### config.mk
export PLATFORM = sky130hd
export DESIGN_NAME = aac_loas_latm_framer_unit_flat
export DESIGN_NICKNAME = d
export VERILOG_FILES = /design/src/rtl/aac_llf_pkg.sv /design/src/rtl/aac_llf_if.sv /design/src/rtl/aac_llf_front.sv /design/src/rtl/aac_llf_queue.sv /design/src/rtl/aac_llf_back.sv /design/src/rtl/aac_loas_latm_framer_unit.sv /design/src/flat_wrapper.sv
export SDC_FILE = /design/constraint.sdc
export NUM_CORES = 1
export LEC_CHECK = 0
export ABC_AREA = 1
export BUFFER_PORTS_ARGS = -buffer_cell sky130_fd_sc_hd__buf_4
export CAP_MARGIN = 20
export CORE_MARGIN = 1.5
export CORE_UTILIZATION = 50
export DETAILED_ROUTE_END_ITERATION = 6
export PLACE_DENSITY = 0.71
export SETUP_SLACK_MARGIN = 0.3
export SKIP_LAST_GASP = 1
export SLEW_MARGIN = 20
export SYNTH_ARGS = -nofsm -noshare
export SYNTH_HDL_FRONTEND = slang
export SYNTH_HIERARCHICAL = 1
export SYNTH_SLANG_ARGS = --single-unit
### constraint.sdc
create_clock -name clk -period 3.25 [get_ports clk]
set_clock_uncertainty 0.15 [all_clocks]
set_input_delay 0 -clock clk [delete_from_list [all_inputs] [get_ports clk]]
set_output_delay 0 -clock clk [all_outputs]
set_load 0.05 [all_outputs]
### src/rtl/aac_llf_pkg.sv
package aac_llf_pkg;

  localparam int MAX_AU_BYTES_DEF = 4095;
  localparam int QDEPTH = 4;
  localparam int QPTR_W = $clog2(QDEPTH);

  localparam logic KIND_HDR = 1'b0;
  localparam logic KIND_PAY = 1'b1;

  localparam logic [10:0] SYNC_WORD = 11'h2B7;
  localparam logic [7:0] MUX_CFG_BYTE = 8'b0010_0000;
  localparam logic [4:0] AOT_SBR = 5'b00101;
  localparam logic [4:0] AOT_LC = 5'b00010;
  localparam logic [7:0] SBR_TAIL = 8'h0F;
  localparam logic [7:0] SBR_FREE = 8'hF0;
  localparam logic [7:0] LC_TAIL = 8'h1F;
  localparam logic [7:0] LC_FREE = 8'hE0;
  localparam logic [7:0] FULL_BYTE = 8'hFF;
  localparam logic [7:0] LEN_STEP = 8'd255;

  typedef struct packed {
    logic        is_hdr;
    logic        close;
    logic        sbr;
    logic        rate;
    logic        ch_mode;
    logic        au_zero;
    logic [4:0]  n255;
    logic [7:0]  rem;
    logic [12:0] len;
    logic [7:0]  data;
    logic        last;
  } cmd_t;

  function automatic logic [7:0] hdr_byte(input logic [3:0] i, input logic sbr,
                                           input logic rate, input logic ch_mode,
                                           input logic [12:0] len);
    logic [3:0] idx;
    logic [2:0] ext;
    logic [3:0] ch;
    logic [7:0] b;
    idx = sbr ? (rate ? 4'h6 : 4'h8) : (rate ? 4'h3 : 4'h5);
    ext = rate ? 3'd3 : 3'd5;
    ch = {3'b000, ch_mode} + 4'd1;
    case (i)
      4'd0: b = SYNC_WORD[10:3];
      4'd1: b = {SYNC_WORD[2:0], len[12:8]};
      4'd2: b = len[7:0];
      4'd3: b = MUX_CFG_BYTE;
      4'd4: b = 8'h00;
      4'd5: b = {sbr ? AOT_SBR : AOT_LC, idx[3:1]};
      4'd6: b = {idx[0], ch, sbr ? {1'b0, ext[2:1]} : 3'b100};
      4'd7: b = sbr ? {ext[0], 7'b000_1010} : LC_TAIL;
      4'd8: b = SBR_TAIL;
      default: b = 8'h00;
    endcase
    return b;
  endfunction

endpackage

### src/rtl/aac_llf_if.sv
interface aac_llf_in_if;
  logic        valid;
  logic        ready;
  logic        kind;
  logic [11:0] au_length;
  logic        rate_flag;
  logic        sbr_on;
  logic        channel_mode;
  logic [7:0]  payload_byte;
  logic        payload_last;

  modport source(output valid, kind, au_length, rate_flag, sbr_on, channel_mode,
                 payload_byte, payload_last, input ready);
  modport sink(input valid, kind, au_length, rate_flag, sbr_on, channel_mode,
               payload_byte, payload_last, output ready);
endinterface

interface aac_llf_out_if;
  logic       valid;
  logic       ready;
  logic [7:0] out_byte;
  logic       frame_end;

  modport source(output valid, out_byte, frame_end, input ready);
  modport sink(input valid, out_byte, frame_end, output ready);
endinterface

### src/rtl/aac_llf_front.sv
module aac_llf_front #(
  parameter int MAX_AU_BYTES = 4095
) (
  input  logic               clk,
  input  logic               rst_n,
  aac_llf_in_if.sink         in_ch,
  input  logic               q_full,
  output logic               push,
  output aac_llf_pkg::cmd_t  push_cmd
);
  import aac_llf_pkg::*;

  localparam logic [12:0] MaxAu = 13'(MAX_AU_BYTES);

  logic        open_r, open_nxt;
  logic        acc;
  logic [11:0] au;
  logic [12:0] sum;
  logic [4:0]  n255;
  logic [11:0] mult;
  logic [11:0] rem;

  assign in_ch.ready = !q_full;
  assign acc = in_ch.valid && !q_full;

  always_comb begin
    au = ({1'b0, in_ch.au_length} > MaxAu) ? MaxAu[11:0] : in_ch.au_length;
    sum = {1'b0, au} + 13'd1 + {9'd0, au[11:8]};
    n255 = sum[12:8];
    mult = {n255[3:0], 8'd0} - {7'd0, n255};
    rem = au - mult;
  end

  always_comb begin
    push_cmd.is_hdr = (in_ch.kind == KIND_HDR);
    push_cmd.close = open_r;
    push_cmd.sbr = in_ch.sbr_on;
    push_cmd.rate = in_ch.rate_flag;
    push_cmd.ch_mode = in_ch.channel_mode;
    push_cmd.au_zero = (au == 12'd0);
    push_cmd.n255 = n255;
    push_cmd.rem = rem[7:0];
    push_cmd.len = {1'b0, au} + {8'd0, n255} + {12'd0, in_ch.sbr_on} + 13'd7;
    push_cmd.data = in_ch.payload_byte;
    push_cmd.last = in_ch.payload_last;
  end

  always_comb begin
    push = 1'b0;
    open_nxt = open_r;
    if (acc) begin
      if (in_ch.kind == KIND_HDR) begin
        push = 1'b1;
        open_nxt = (au != 12'd0);
      end else if (open_r) begin
        push = 1'b1;
        if (in_ch.payload_last) begin
          open_nxt = 1'b0;
        end
      end
    end
  end

  always_ff @(posedge clk) begin
    if (!rst_n) begin
      open_r <= 1'b0;
    end else begin
      open_r <= open_nxt;
    end
  end

endmodule

### src/rtl/aac_llf_queue.sv
module aac_llf_queue (
  input  logic               clk,
  input  logic               rst_n,
  input  logic               push,
  input  aac_llf_pkg::cmd_t  push_cmd,
  output logic               full,
  input  logic               pop,
  output logic               q_valid,
  output aac_llf_pkg::cmd_t  q_cmd
);
  import aac_llf_pkg::*;

  cmd_t            mem_r [QDEPTH];
  logic [QPTR_W-1:0] wp_r, wp_nxt, rp_r, rp_nxt;
  logic [QPTR_W:0]   cnt_r, cnt_nxt;

  assign full = (cnt_r == (QPTR_W + 1)'(QDEPTH));
  assign q_valid = (cnt_r != '0);
  assign q_cmd = mem_r[rp_r];

  always_comb begin
    wp_nxt = push ? wp_r + 1'b1 : wp_r;
    rp_nxt = pop ? rp_r + 1'b1 : rp_r;
    cnt_nxt = cnt_r + (QPTR_W + 1)'(push) - (QPTR_W + 1)'(pop);
  end

  always_ff @(posedge clk) begin
    if (push) begin
      mem_r[wp_r] <= push_cmd;
    end
  end

  always_ff @(posedge clk) begin
    if (!rst_n) begin
      wp_r <= '0;
      rp_r <= '0;
      cnt_r <= '0;
    end else begin
      wp_r <= wp_nxt;
      rp_r <= rp_nxt;
      cnt_r <= cnt_nxt;
    end
  end

endmodule

### src/rtl/aac_llf_back.sv
module aac_llf_back (
  input  logic               clk,
  input  logic               rst_n,
  input  logic               q_valid,
  input  aac_llf_pkg::cmd_t  q_cmd,
  output logic               pop,
  aac_llf_out_if.source      out_ch
);
  import aac_llf_pkg::*;

  localparam logic [2:0] PH_IDLE = 3'd0;
  localparam logic [2:0] PH_CLOSE = 3'd1;
  localparam logic [2:0] PH_HDR = 3'd2;
  localparam logic [2:0] PH_FF = 3'd3;
  localparam logic [2:0] PH_REM = 3'd4;
  localparam logic [2:0] PH_FLUSH = 3'd5;

  logic [2:0] phase_r, phase_nxt;
  logic [4:0] cnt_r, cnt_nxt;
  cmd_t       cmd_r, cmd_nxt;
  logic [7:0] carry_r, carry_nxt;
  logic       six_r, six_nxt;
  logic       ov_r, ov_nxt;
  logic [7:0] ob_r, ob_nxt;
  logic       fe_r, fe_nxt;
  logic       adv;
  logic       emit;
  logic [7:0] eb;
  logic       ef;

  function automatic logic [7:0] shr(input logic six, input logic [7:0] b);
    return six ? (b >> 6) : (b >> 5);
  endfunction

  function automatic logic [7:0] shl(input logic six, input logic [7:0] b);
    return six ? (b << 2) : (b << 3);
  endfunction

  assign adv = !ov_r || out_ch.ready;
  assign out_ch.valid = ov_r;
  assign out_ch.out_byte = ob_r;
  assign out_ch.frame_end = fe_r;

  always_comb begin
    phase_nxt = phase_r;
    cnt_nxt = cnt_r;
    cmd_nxt = cmd_r;
    carry_nxt = carry_r;
    six_nxt = six_r;
    pop = 1'b0;
    emit = 1'b0;
    eb = 8'h00;
    ef = 1'b0;
    if (adv) begin
      case (phase_r)
        PH_IDLE: begin
          if (q_valid) begin
            pop = 1'b1;
            cmd_nxt = q_cmd;
            cnt_nxt = '0;
            if (q_cmd.is_hdr) begin
              phase_nxt = q_cmd.close ? PH_CLOSE : PH_HDR;
            end else begin
              emit = 1'b1;
              eb = carry_r | shr(six_r, q_cmd.data);
              carry_nxt = shl(six_r, q_cmd.data);
              if (q_cmd.last) begin
                phase_nxt = PH_FLUSH;
              end
            end
          end
        end
        PH_CLOSE: begin
          emit = 1'b1;
          eb = carry_r;
          ef = 1'b1;
          phase_nxt = PH_HDR;
        end
        PH_HDR: begin
          emit = 1'b1;
          eb = hdr_byte(cnt_r[3:0], cmd_r.sbr, cmd_r.rate, cmd_r.ch_mode, cmd_r.len);
          if (cnt_r == (cmd_r.sbr ? 5'd8 : 5'd7)) begin
            carry_nxt = cmd_r.sbr ? SBR_FREE : LC_FREE;
            six_nxt = cmd_r.sbr;
            cnt_nxt = '0;
            phase_nxt = (cmd_r.n255 != 5'd0) ? PH_FF : PH_REM;
          end else begin
            cnt_nxt = cnt_r + 5'd1;
          end
        end
        PH_FF: begin
          emit = 1'b1;
          eb = carry_r | shr(six_r, FULL_BYTE);
          carry_nxt = shl(six_r, FULL_BYTE);
          cnt_nxt = cnt_r + 5'd1;
          if (cnt_nxt == cmd_r.n255) begin
            phase_nxt = PH_REM;
          end
        end
        PH_REM: begin
          emit = 1'b1;
          eb = carry_r | shr(six_r, cmd_r.rem);
          carry_nxt = shl(six_r, cmd_r.rem);
          phase_nxt = cmd_r.au_zero ? PH_FLUSH : PH_IDLE;
        end
        PH_FLUSH: begin
          emit = 1'b1;
          eb = carry_r;
          ef = 1'b1;
          phase_nxt = PH_IDLE;
        end
        default: begin
          phase_nxt = PH_IDLE;
        end
      endcase
    end
  end

  always_comb begin
    ov_nxt = ov_r;
    ob_nxt = ob_r;
    fe_nxt = fe_r;
    if (emit) begin
      ov_nxt = 1'b1;
      ob_nxt = eb;
      fe_nxt = ef;
    end else if (out_ch.ready) begin
      ov_nxt = 1'b0;
    end
  end

  always_ff @(posedge clk) begin
    if (!rst_n) begin
      phase_r <= PH_IDLE;
      cnt_r <= '0;
      carry_r <= 8'h00;
      six_r <= 1'b0;
      ov_r <= 1'b0;
    end else begin
      phase_r <= phase_nxt;
      cnt_r <= cnt_nxt;
      carry_r <= carry_nxt;
      six_r <= six_nxt;
      ov_r <= ov_nxt;
    end
  end

  always_ff @(posedge clk) begin
    cmd_r <= cmd_nxt;
    ob_r <= ob_nxt;
    fe_r <= fe_nxt;
  end

endmodule

### src/rtl/aac_loas_latm_framer_unit.sv
// LOAS/LATM framer: wraps each AAC access unit in an AudioSyncStream frame.
// in_ch carries header items (kind 0: length, rate, SBR, channel mode) and
// payload byte items (kind 1); out_ch carries the framed byte stream, with
// frame_end set on the last byte of each frame. Both are valid/ready
// channels; a transfer happens on a clock edge with valid and ready high.
// The front end classifies items and works out the length fields, then
// places them in a four-entry command queue; the back end's sequencer
// drives the output register. A payload byte goes through a queue entry and
// then the output register; bytes pass at one per cycle while the receiver
// takes them, and a unit's last byte is followed by a flush byte. A header
// yields a close byte if a frame is open, the header and the length bytes.
// in_ch.ready falls only while the queue is full. When the receiver stalls,
// the held byte stays on out_ch and the queue keeps taking items until it
// fills. Synchronous reset empties the queue, closes any open frame and
// clears the carry byte; nothing is presented until a new item arrives.
module aac_loas_latm_framer_unit #(
  parameter int MAX_AU_BYTES = aac_llf_pkg::MAX_AU_BYTES_DEF
) (
  input  logic           clk,
  input  logic           rst_n,
  aac_llf_in_if.sink     in_ch,
  aac_llf_out_if.source  out_ch
);
  import aac_llf_pkg::*;

  logic q_full;
  logic push;
  cmd_t push_cmd;
  logic pop;
  logic q_valid;
  cmd_t q_cmd;

  aac_llf_front #(.MAX_AU_BYTES(MAX_AU_BYTES)) u_front (
    .clk(clk), .rst_n(rst_n), .in_ch(in_ch), .q_full(q_full),
    .push(push), .push_cmd(push_cmd)
  );

  aac_llf_queue u_queue (
    .clk(clk), .rst_n(rst_n), .push(push), .push_cmd(push_cmd), .full(q_full),
    .pop(pop), .q_valid(q_valid), .q_cmd(q_cmd)
  );

  aac_llf_back u_back (
    .clk(clk), .rst_n(rst_n), .q_valid(q_valid), .q_cmd(q_cmd), .pop(pop),
    .out_ch(out_ch)
  );

endmodule

### src/flat_wrapper.sv
// flat-port wrapper written by rule: the top's interface ports become plain ports
module aac_loas_latm_framer_unit_flat import aac_llf_pkg::*;
#(
  parameter int MAX_AU_BYTES = aac_llf_pkg::MAX_AU_BYTES_DEF
)
  (clk, rst_n, in_ch_valid, in_ch_kind, in_ch_au_length, in_ch_rate_flag, in_ch_sbr_on, in_ch_channel_mode, in_ch_payload_byte, in_ch_payload_last, in_ch_ready, out_ch_valid, out_ch_out_byte, out_ch_frame_end, out_ch_ready);
  aac_llf_in_if in_ch_i ();
  aac_llf_out_if out_ch_i ();
  input  logic clk;
  input  logic rst_n;
  input wire logic [$bits(in_ch_i.valid)-1:0] in_ch_valid;
  input wire logic [$bits(in_ch_i.kind)-1:0] in_ch_kind;
  input wire logic [$bits(in_ch_i.au_length)-1:0] in_ch_au_length;
  input wire logic [$bits(in_ch_i.rate_flag)-1:0] in_ch_rate_flag;
  input wire logic [$bits(in_ch_i.sbr_on)-1:0] in_ch_sbr_on;
  input wire logic [$bits(in_ch_i.channel_mode)-1:0] in_ch_channel_mode;
  input wire logic [$bits(in_ch_i.payload_byte)-1:0] in_ch_payload_byte;
  input wire logic [$bits(in_ch_i.payload_last)-1:0] in_ch_payload_last;
  output wire logic [$bits(in_ch_i.ready)-1:0] in_ch_ready;
  output wire logic [$bits(out_ch_i.valid)-1:0] out_ch_valid;
  output wire logic [$bits(out_ch_i.out_byte)-1:0] out_ch_out_byte;
  output wire logic [$bits(out_ch_i.frame_end)-1:0] out_ch_frame_end;
  input wire logic [$bits(out_ch_i.ready)-1:0] out_ch_ready;
  assign in_ch_i.valid = in_ch_valid;
  assign in_ch_i.kind = in_ch_kind;
  assign in_ch_i.au_length = in_ch_au_length;
  assign in_ch_i.rate_flag = in_ch_rate_flag;
  assign in_ch_i.sbr_on = in_ch_sbr_on;
  assign in_ch_i.channel_mode = in_ch_channel_mode;
  assign in_ch_i.payload_byte = in_ch_payload_byte;
  assign in_ch_i.payload_last = in_ch_payload_last;
  assign in_ch_ready = in_ch_i.ready;
  assign out_ch_valid = out_ch_i.valid;
  assign out_ch_out_byte = out_ch_i.out_byte;
  assign out_ch_frame_end = out_ch_i.frame_end;
  assign out_ch_i.ready = out_ch_ready;
  aac_loas_latm_framer_unit #(.MAX_AU_BYTES(MAX_AU_BYTES)) u_core (.clk(clk), .rst_n(rst_n), .in_ch(in_ch_i), .out_ch(out_ch_i));
endmodule
Yosys cells after proc, flatten, opt, wreduce, memory -nomap -nowiden
Memories as Yosys holds them, arrays and structs flattened. A register that Yosys moved wholly into a read port is not among the register bits.
Index checks and enable logic that the tools add are counted.
Widths: inputs -> output; s select.
{"block": "op_classes", "n_eq_ne": 20, "add_sub_neg": 13, "muxes": 55, "bitwise": 4, "reduce_logical": 20}
{"cell": "$mux 8", "count": 8}
{"cell": "$pmux 8 s8", "count": 1}
{"cell": "$mux 3", "count": 15}
{"cell": "$pmux 8 s5", "count": 1}
{"cell": "$pmux 8 s4", "count": 1}
{"cell": "$or 8x3->8", "count": 3}
{"cell": "$mux 1", "count": 17}
{"cell": "$mux 5", "count": 3}
{"cell": "$pmux 3 s5", "count": 1}
{"cell": "$pmux 5 s3", "count": 1}
{"cell": "$add 12x1->13 const B", "count": 1}
{"cell": "$add 12x5->13", "count": 1}
{"cell": "$add 13x1->13", "count": 1}
{"cell": "$add 13x3->13 const B", "count": 1}
{"cell": "$add 13x4->13", "count": 1}
{"cell": "$eq 4x3->1 const B", "count": 3}
{"cell": "$logic_not 12->1", "count": 1}
{"cell": "$mux 4", "count": 3}
{"cell": "$reduce_bool 12->1", "count": 1}
{"cell": "$reduce_and 5->1", "count": 2}
{"cell": "$eq 3x3->1 const B", "count": 3}
{"cell": "$reduce_and 3->1", "count": 3}
{"cell": "$eq 4x2->1 const B", "count": 2}
{"cell": "$sub 8x8->8", "count": 1}
{"cell": "29 further kinds", "count": 37}
{"block": "totals", "out_inout_bits": 11, "ram_bits": 164, "regBits": 65, "memories": 1, "elab_cells": 131, "in_bits": 29}
{"memory": "u_core.u_queue.mem_r", "depth": 4, "word_bits": 41, "rd": 1, "rd_clocked_by_memory_dff": 1, "wr": 1, "line": "aac_llf_queue.sv:13", "text": "cmd_t mem_r [QDEPTH];"}

Longest topological paths before layout
{"block": "logic_depth", "word_depth": 6, "depth_mapped": 22, "ltp_nobuf": 22}

Hierarchy
The synthesis kept the hierarchy.
{"module": "aac_llf_queue", "seq_area_each_um2": 5104.9, "area_per_inst_um2": 6922.9, "instances": 1, "cells_each": 534}
{"module": "aac_llf_back", "seq_area_each_um2": 1491.4, "area_per_inst_um2": 2960.3, "instances": 1, "cells_each": 356}
{"module": "aac_llf_front", "seq_area_each_um2": 20.0, "area_per_inst_um2": 1218.7, "instances": 1, "cells_each": 198}

Worst setup path after synthesis
Ideal clock, no wire load.
{"block": "synth_timing", "path_kind": "input -> register", "start": "input in_ch_au_length[3]", "end": "memory u_core/u_queue/mem_r[0][21] in the netlist's numbering (data pin)", "path_buffers": 0, "cell_stages": 19, "setup_ns": 0.203, "slack_ns": 0.227, "arrival_time_ns": 2.670, "required_time_ns": 2.897, "cell_sequence": "ha_1 -> nand2_1 -> inv_1 -> nand2_1 -> nand2_1 -> o21bai_1 -> nand2_1 -> ha_1 -> inv_1 -> ha_1 -> inv_1 -> fa_1 -> o21ai_0 -> nand2_1 -> nand2_1 -> a21oi_1 -> nor2_1 -> nand2_1 -> nor3_1"}
{"element": "from (decl)", "line": "flat_wrapper.sv:13", "text": "input wire logic [$bits(in_ch_i.au_length)-1:0] in_ch_au_length;"}
{"element": "to (decl)", "line": "aac_llf_queue.sv:13"}

==> results.cfg <==
[outcome]
status = completed

[finish]
syn_to_final_growth_pct = 14.4
finalInstanceArea_um2 = 12700
fin_cells = 1450
post-route-util_pct = 58.2
drive_above_1_share_pct = 12.2
fin_nets = 1217
diodes = 0

[placed_design]
hpwl_mm = 14.5
place_congestion = 0.880
portBuffers = 39
dp_slack_ns = -0.0483
placed_cell_area_um2 = 11500
placed_cells = 1377

[worst_setup_path]
reg2reg_depth = 13
crit_buf_inv = 4
rr_startpoint = u_core/u_back/out_ch.valid
critical_path.cell_chain = buf_4 > dlygate4sd3_1 > buf_4 > nand2_2 > inv_1 > nand2_1 > xor2_1 > ha_1 > ha_2 > nand2_1 > o21ai_1 > nand2_1 > nand2_1 > a21oi_4 > nor2_2 > nand2_1 > nor3_4
cp-end-kind = flip-flop
critPathMaxFanout = 5
cp.required_ns = 3.42
slowest_delay_ns = 0.56
crit_path_frequent_cell = nand2_1
cp-start-kind = primary input
crit_slowest_cell = dlygate4sd3_1
critPathArrivalTime_ns = 2.96
timing.critical_path.max_delay_family = buffers and inverters
r2r-end = u_core/u_queue/cnt_r[2]
r2r_slack_ns = 0.82
setup.worst_path.class = primary input to flip-flop

[global_route]
grt_overflow = 0
grt_pass1_wl_mm = 35.7
antenna_found_initial = 0
grt_max_degree = 161
grt_pass1_vias = 7152
grt.total_usage_pct = 19.2

[sta]
setup_viol = 0
max_slew_margin_pct = 47.7
period_minus_slack_ns = 2.79
max_slew.worst_pin.slew_ns = 0.779
report.final.slew_viol_count = 0
period_share_pct = 85.7
fmax_mhz = 359
hold_violations = 0
rsz0062_at_grt = false
setup_slack_ns = 0.465

[routing]
drt_iter0_markers = 614
post_drt_wl_per_cell_um = 15.2
postRouteAntennaNets = 0
drcViolationCount = 0
viasPerCell = 5.16
wl_mm = 22.1
vias = 7481
drtPass1Iterations = 5

[die]
die_w_um = 152
io_pins = 40
core_area_um2 = 21800
num_rows = 54
chipHeight_um = 152
dieArea_um2 = 23100
start_util_pct = 50.9

[worst_hold_path]
min_from = in_ch_au_length[3]
hold_path_class = primary input to flip-flop
holdPathEnd = u_core/u_queue/mem_r[2][25]
worstHoldPathCells = 3

[clocking]
cts_tree = built
cts_sinks = 229
h-tree-depth = 1
cts-root-buf = clkbuf_16
post_cts_buffers = 0
path_clk_slew_ns = 0.06
clockBufferDepth = 3
numCtsBuffers = 24
clock_latency_ns = 0.52

[synth]
synth.cells.most_frequent = 236 x nand2_1, 203 x edfxtp_1, 169 x inv_1
synth_area_leaders = edfxtp_1 55%, nand2_1 8.0%, inv_1 5.7%, dfxtp_1 4.7%, a21oi_1 3.8%
ys_seq_area_share_pct = 59.6
synth_top_cell_by_area = edfxtp_1
synth_fp_nets = 1153
synth_top_area_share_pct = 54.9
syn_area_um2 = 11100
synth-edff-count = 203
synth_flop_cell = edfxtp_1
synth_seq_cells = 229
ys_warn_count = 6
avgSynthCellArea_um2 = 10.2
yosysMostFrequentCell = nand2_1
synth_cells = 1088
synth_cell_types = 44
synthArstFlopShare_pct = 0

[power]
clkPwrFrac_pct = 28.5
power_density_nw_per_um2 = 768
leakagePower_nw = 5.13
sw_frac_of_total_pct = 33.7
comb_power_share_pct = 29.9
power.share.sequential_pct = 41.6
power.internal_mw = 6.47
p_switching_mw = 3.29
vdd_drop_max_mv = 0.477

[run]
drv_cap = 0
## routing by layer
metal	GRT usage, %	vias up	wire length (µm)
met5	0	-	0
met4	6.61	0	674
met3	2.71	52	918
met2	33.3	154	10700
met1	24.6	3485	9750
li1	-	3790	-
## layout by cell type (no fill, tap or decap), types with 5 or more instances in the layout
cell type        n
a21oi_1         83
inv_2           15
nand2_1        235
clkbuf_16       25
nand4_1         11
dfxtp_1         24
nor3_1           5
buf_4           52
nand2_2         10
nor2_1          38
o211ai_1        45
inv_1          165
clkinv_1         8
dlygate4sd3_1   28
xor2_1          12
edfxtp_1       203
o21ai_1         45
ha_1            32
o21ai_0         34
clkbuf_1         7
nor2_2           8
nand3_1         29
## kinds of logic (layout without fill, tap and decap cells)
| logic type | Yosys count | after routing | synth area share [%] |
|---|---|---|---|
| and+or+nand+nor | 353 | 353 | 13.8 |
| DFF | 229 | 229 | 59.6 |
| buffers and inverters | 228 | 310 | 9.32 |
| AOI/OAI and AO/OA | 224 | 224 | 11.6 |
| adders and majority gates | 36 | 36 | 4.26 |
| xor gates and xnor gates | 18 | 18 | 1.42 |
## state kept, by name, indices dropped and copies added (netlist names), named ones only
register and count:
u_core/u_back/out_ch.frame_end 1, u_core/u_back/six_r 1, u_core/u_back/cnt_r 5, u_core/u_back/phase_r 3, u_core/u_back/out_ch.valid 1, u_core/u_queue/cnt_r 3, u_core/u_back/out_ch.out_byte 8, u_core/u_queue/mem_r 164
u_core/u_back/carry_r 6, u_core/u_queue/wp_r 2, u_core/u_front/open_r 1, u_core/u_back/cmd_r 30, u_core/u_queue/rp_r 2
## metrics by stage
| step | power (mW) | setup TNS, ns | hold WS, ns |
|---|---|---|---|
| 6_report | 9.76 | 0 | 0.0136 |
| 3_5_place_dp | 6.99 | -0.395 | 0.0517 |
| 2_1_floorplan | 6.35 | 0 | -0.0565 |
| 4_1_cts | 9.80 | 0 | 0.00910 |
| 5_1_grt | 10.3 | 0 | 0.0336 |
| 3_3_place_gp | 6.92 | 0 | 0.0506 |
## power groups by stage
stage / Sequential, mW / Clock [mW] / Combinational (mW)
2_1_floorplan: 4.28 / 0 / 2.08
3_3_place_gp: 4.11 / 0 / 2.80
3_5_place_dp: 4.13 / 0 / 2.86
4_1_cts: 4.07 / 2.82 / 2.91
5_1_grt: 4.11 / 2.94 / 3.27
6_report: 4.06 / 2.78 / 2.92
## worst min-delay path, cell delays in order
cell and delay, ns:
buf_4 0.11, ha_1 0.21, xor2_1 0.14
## layout make-up
type                            count  area (µm²)
Clock buffer                       32         652
Clock inverter                     12         156
Fill cell                        1780        9130
Inverter                          183         687
Multi-Input combinational cell    631        3510
Sequential cell                   229        6620
Tap cell                          280         350
Timing Repair Buffer               83         723
## how the worst max path moves through the flow
stage | start | to | slack, ns | cells past startpoint
detailed placement | in_ch_au_length[3] | u_core/u_queue/mem_r[2][21] | -0.05 | 20
global route | in_ch_au_length[3] | u_core/u_queue/mem_r[3][21] | 0.30 | 20
floorplan | in_ch_au_length[3] | u_core/u_queue/mem_r[0][17] | 0.37 | 18
finish | in_ch_au_length[10] | u_core/u_queue/mem_r[1][21] | 0.46 | 17
global placement | in_ch_au_length[3] | u_core/u_queue/mem_r[3][17] | 0.06 | 19
CTS | in_ch_au_length[9] | u_core/u_queue/mem_r[2][17] | 0.36 | 15
## repair_timing
item                                    4_1_cts  5_1_grt
endpoints found under the setup margin        0       16
hold buffers                                 29        0
hold endpoints to repair                    144        0
resized for setup                             0       10
Note: power is estimated with default switching activity, not from simulation.
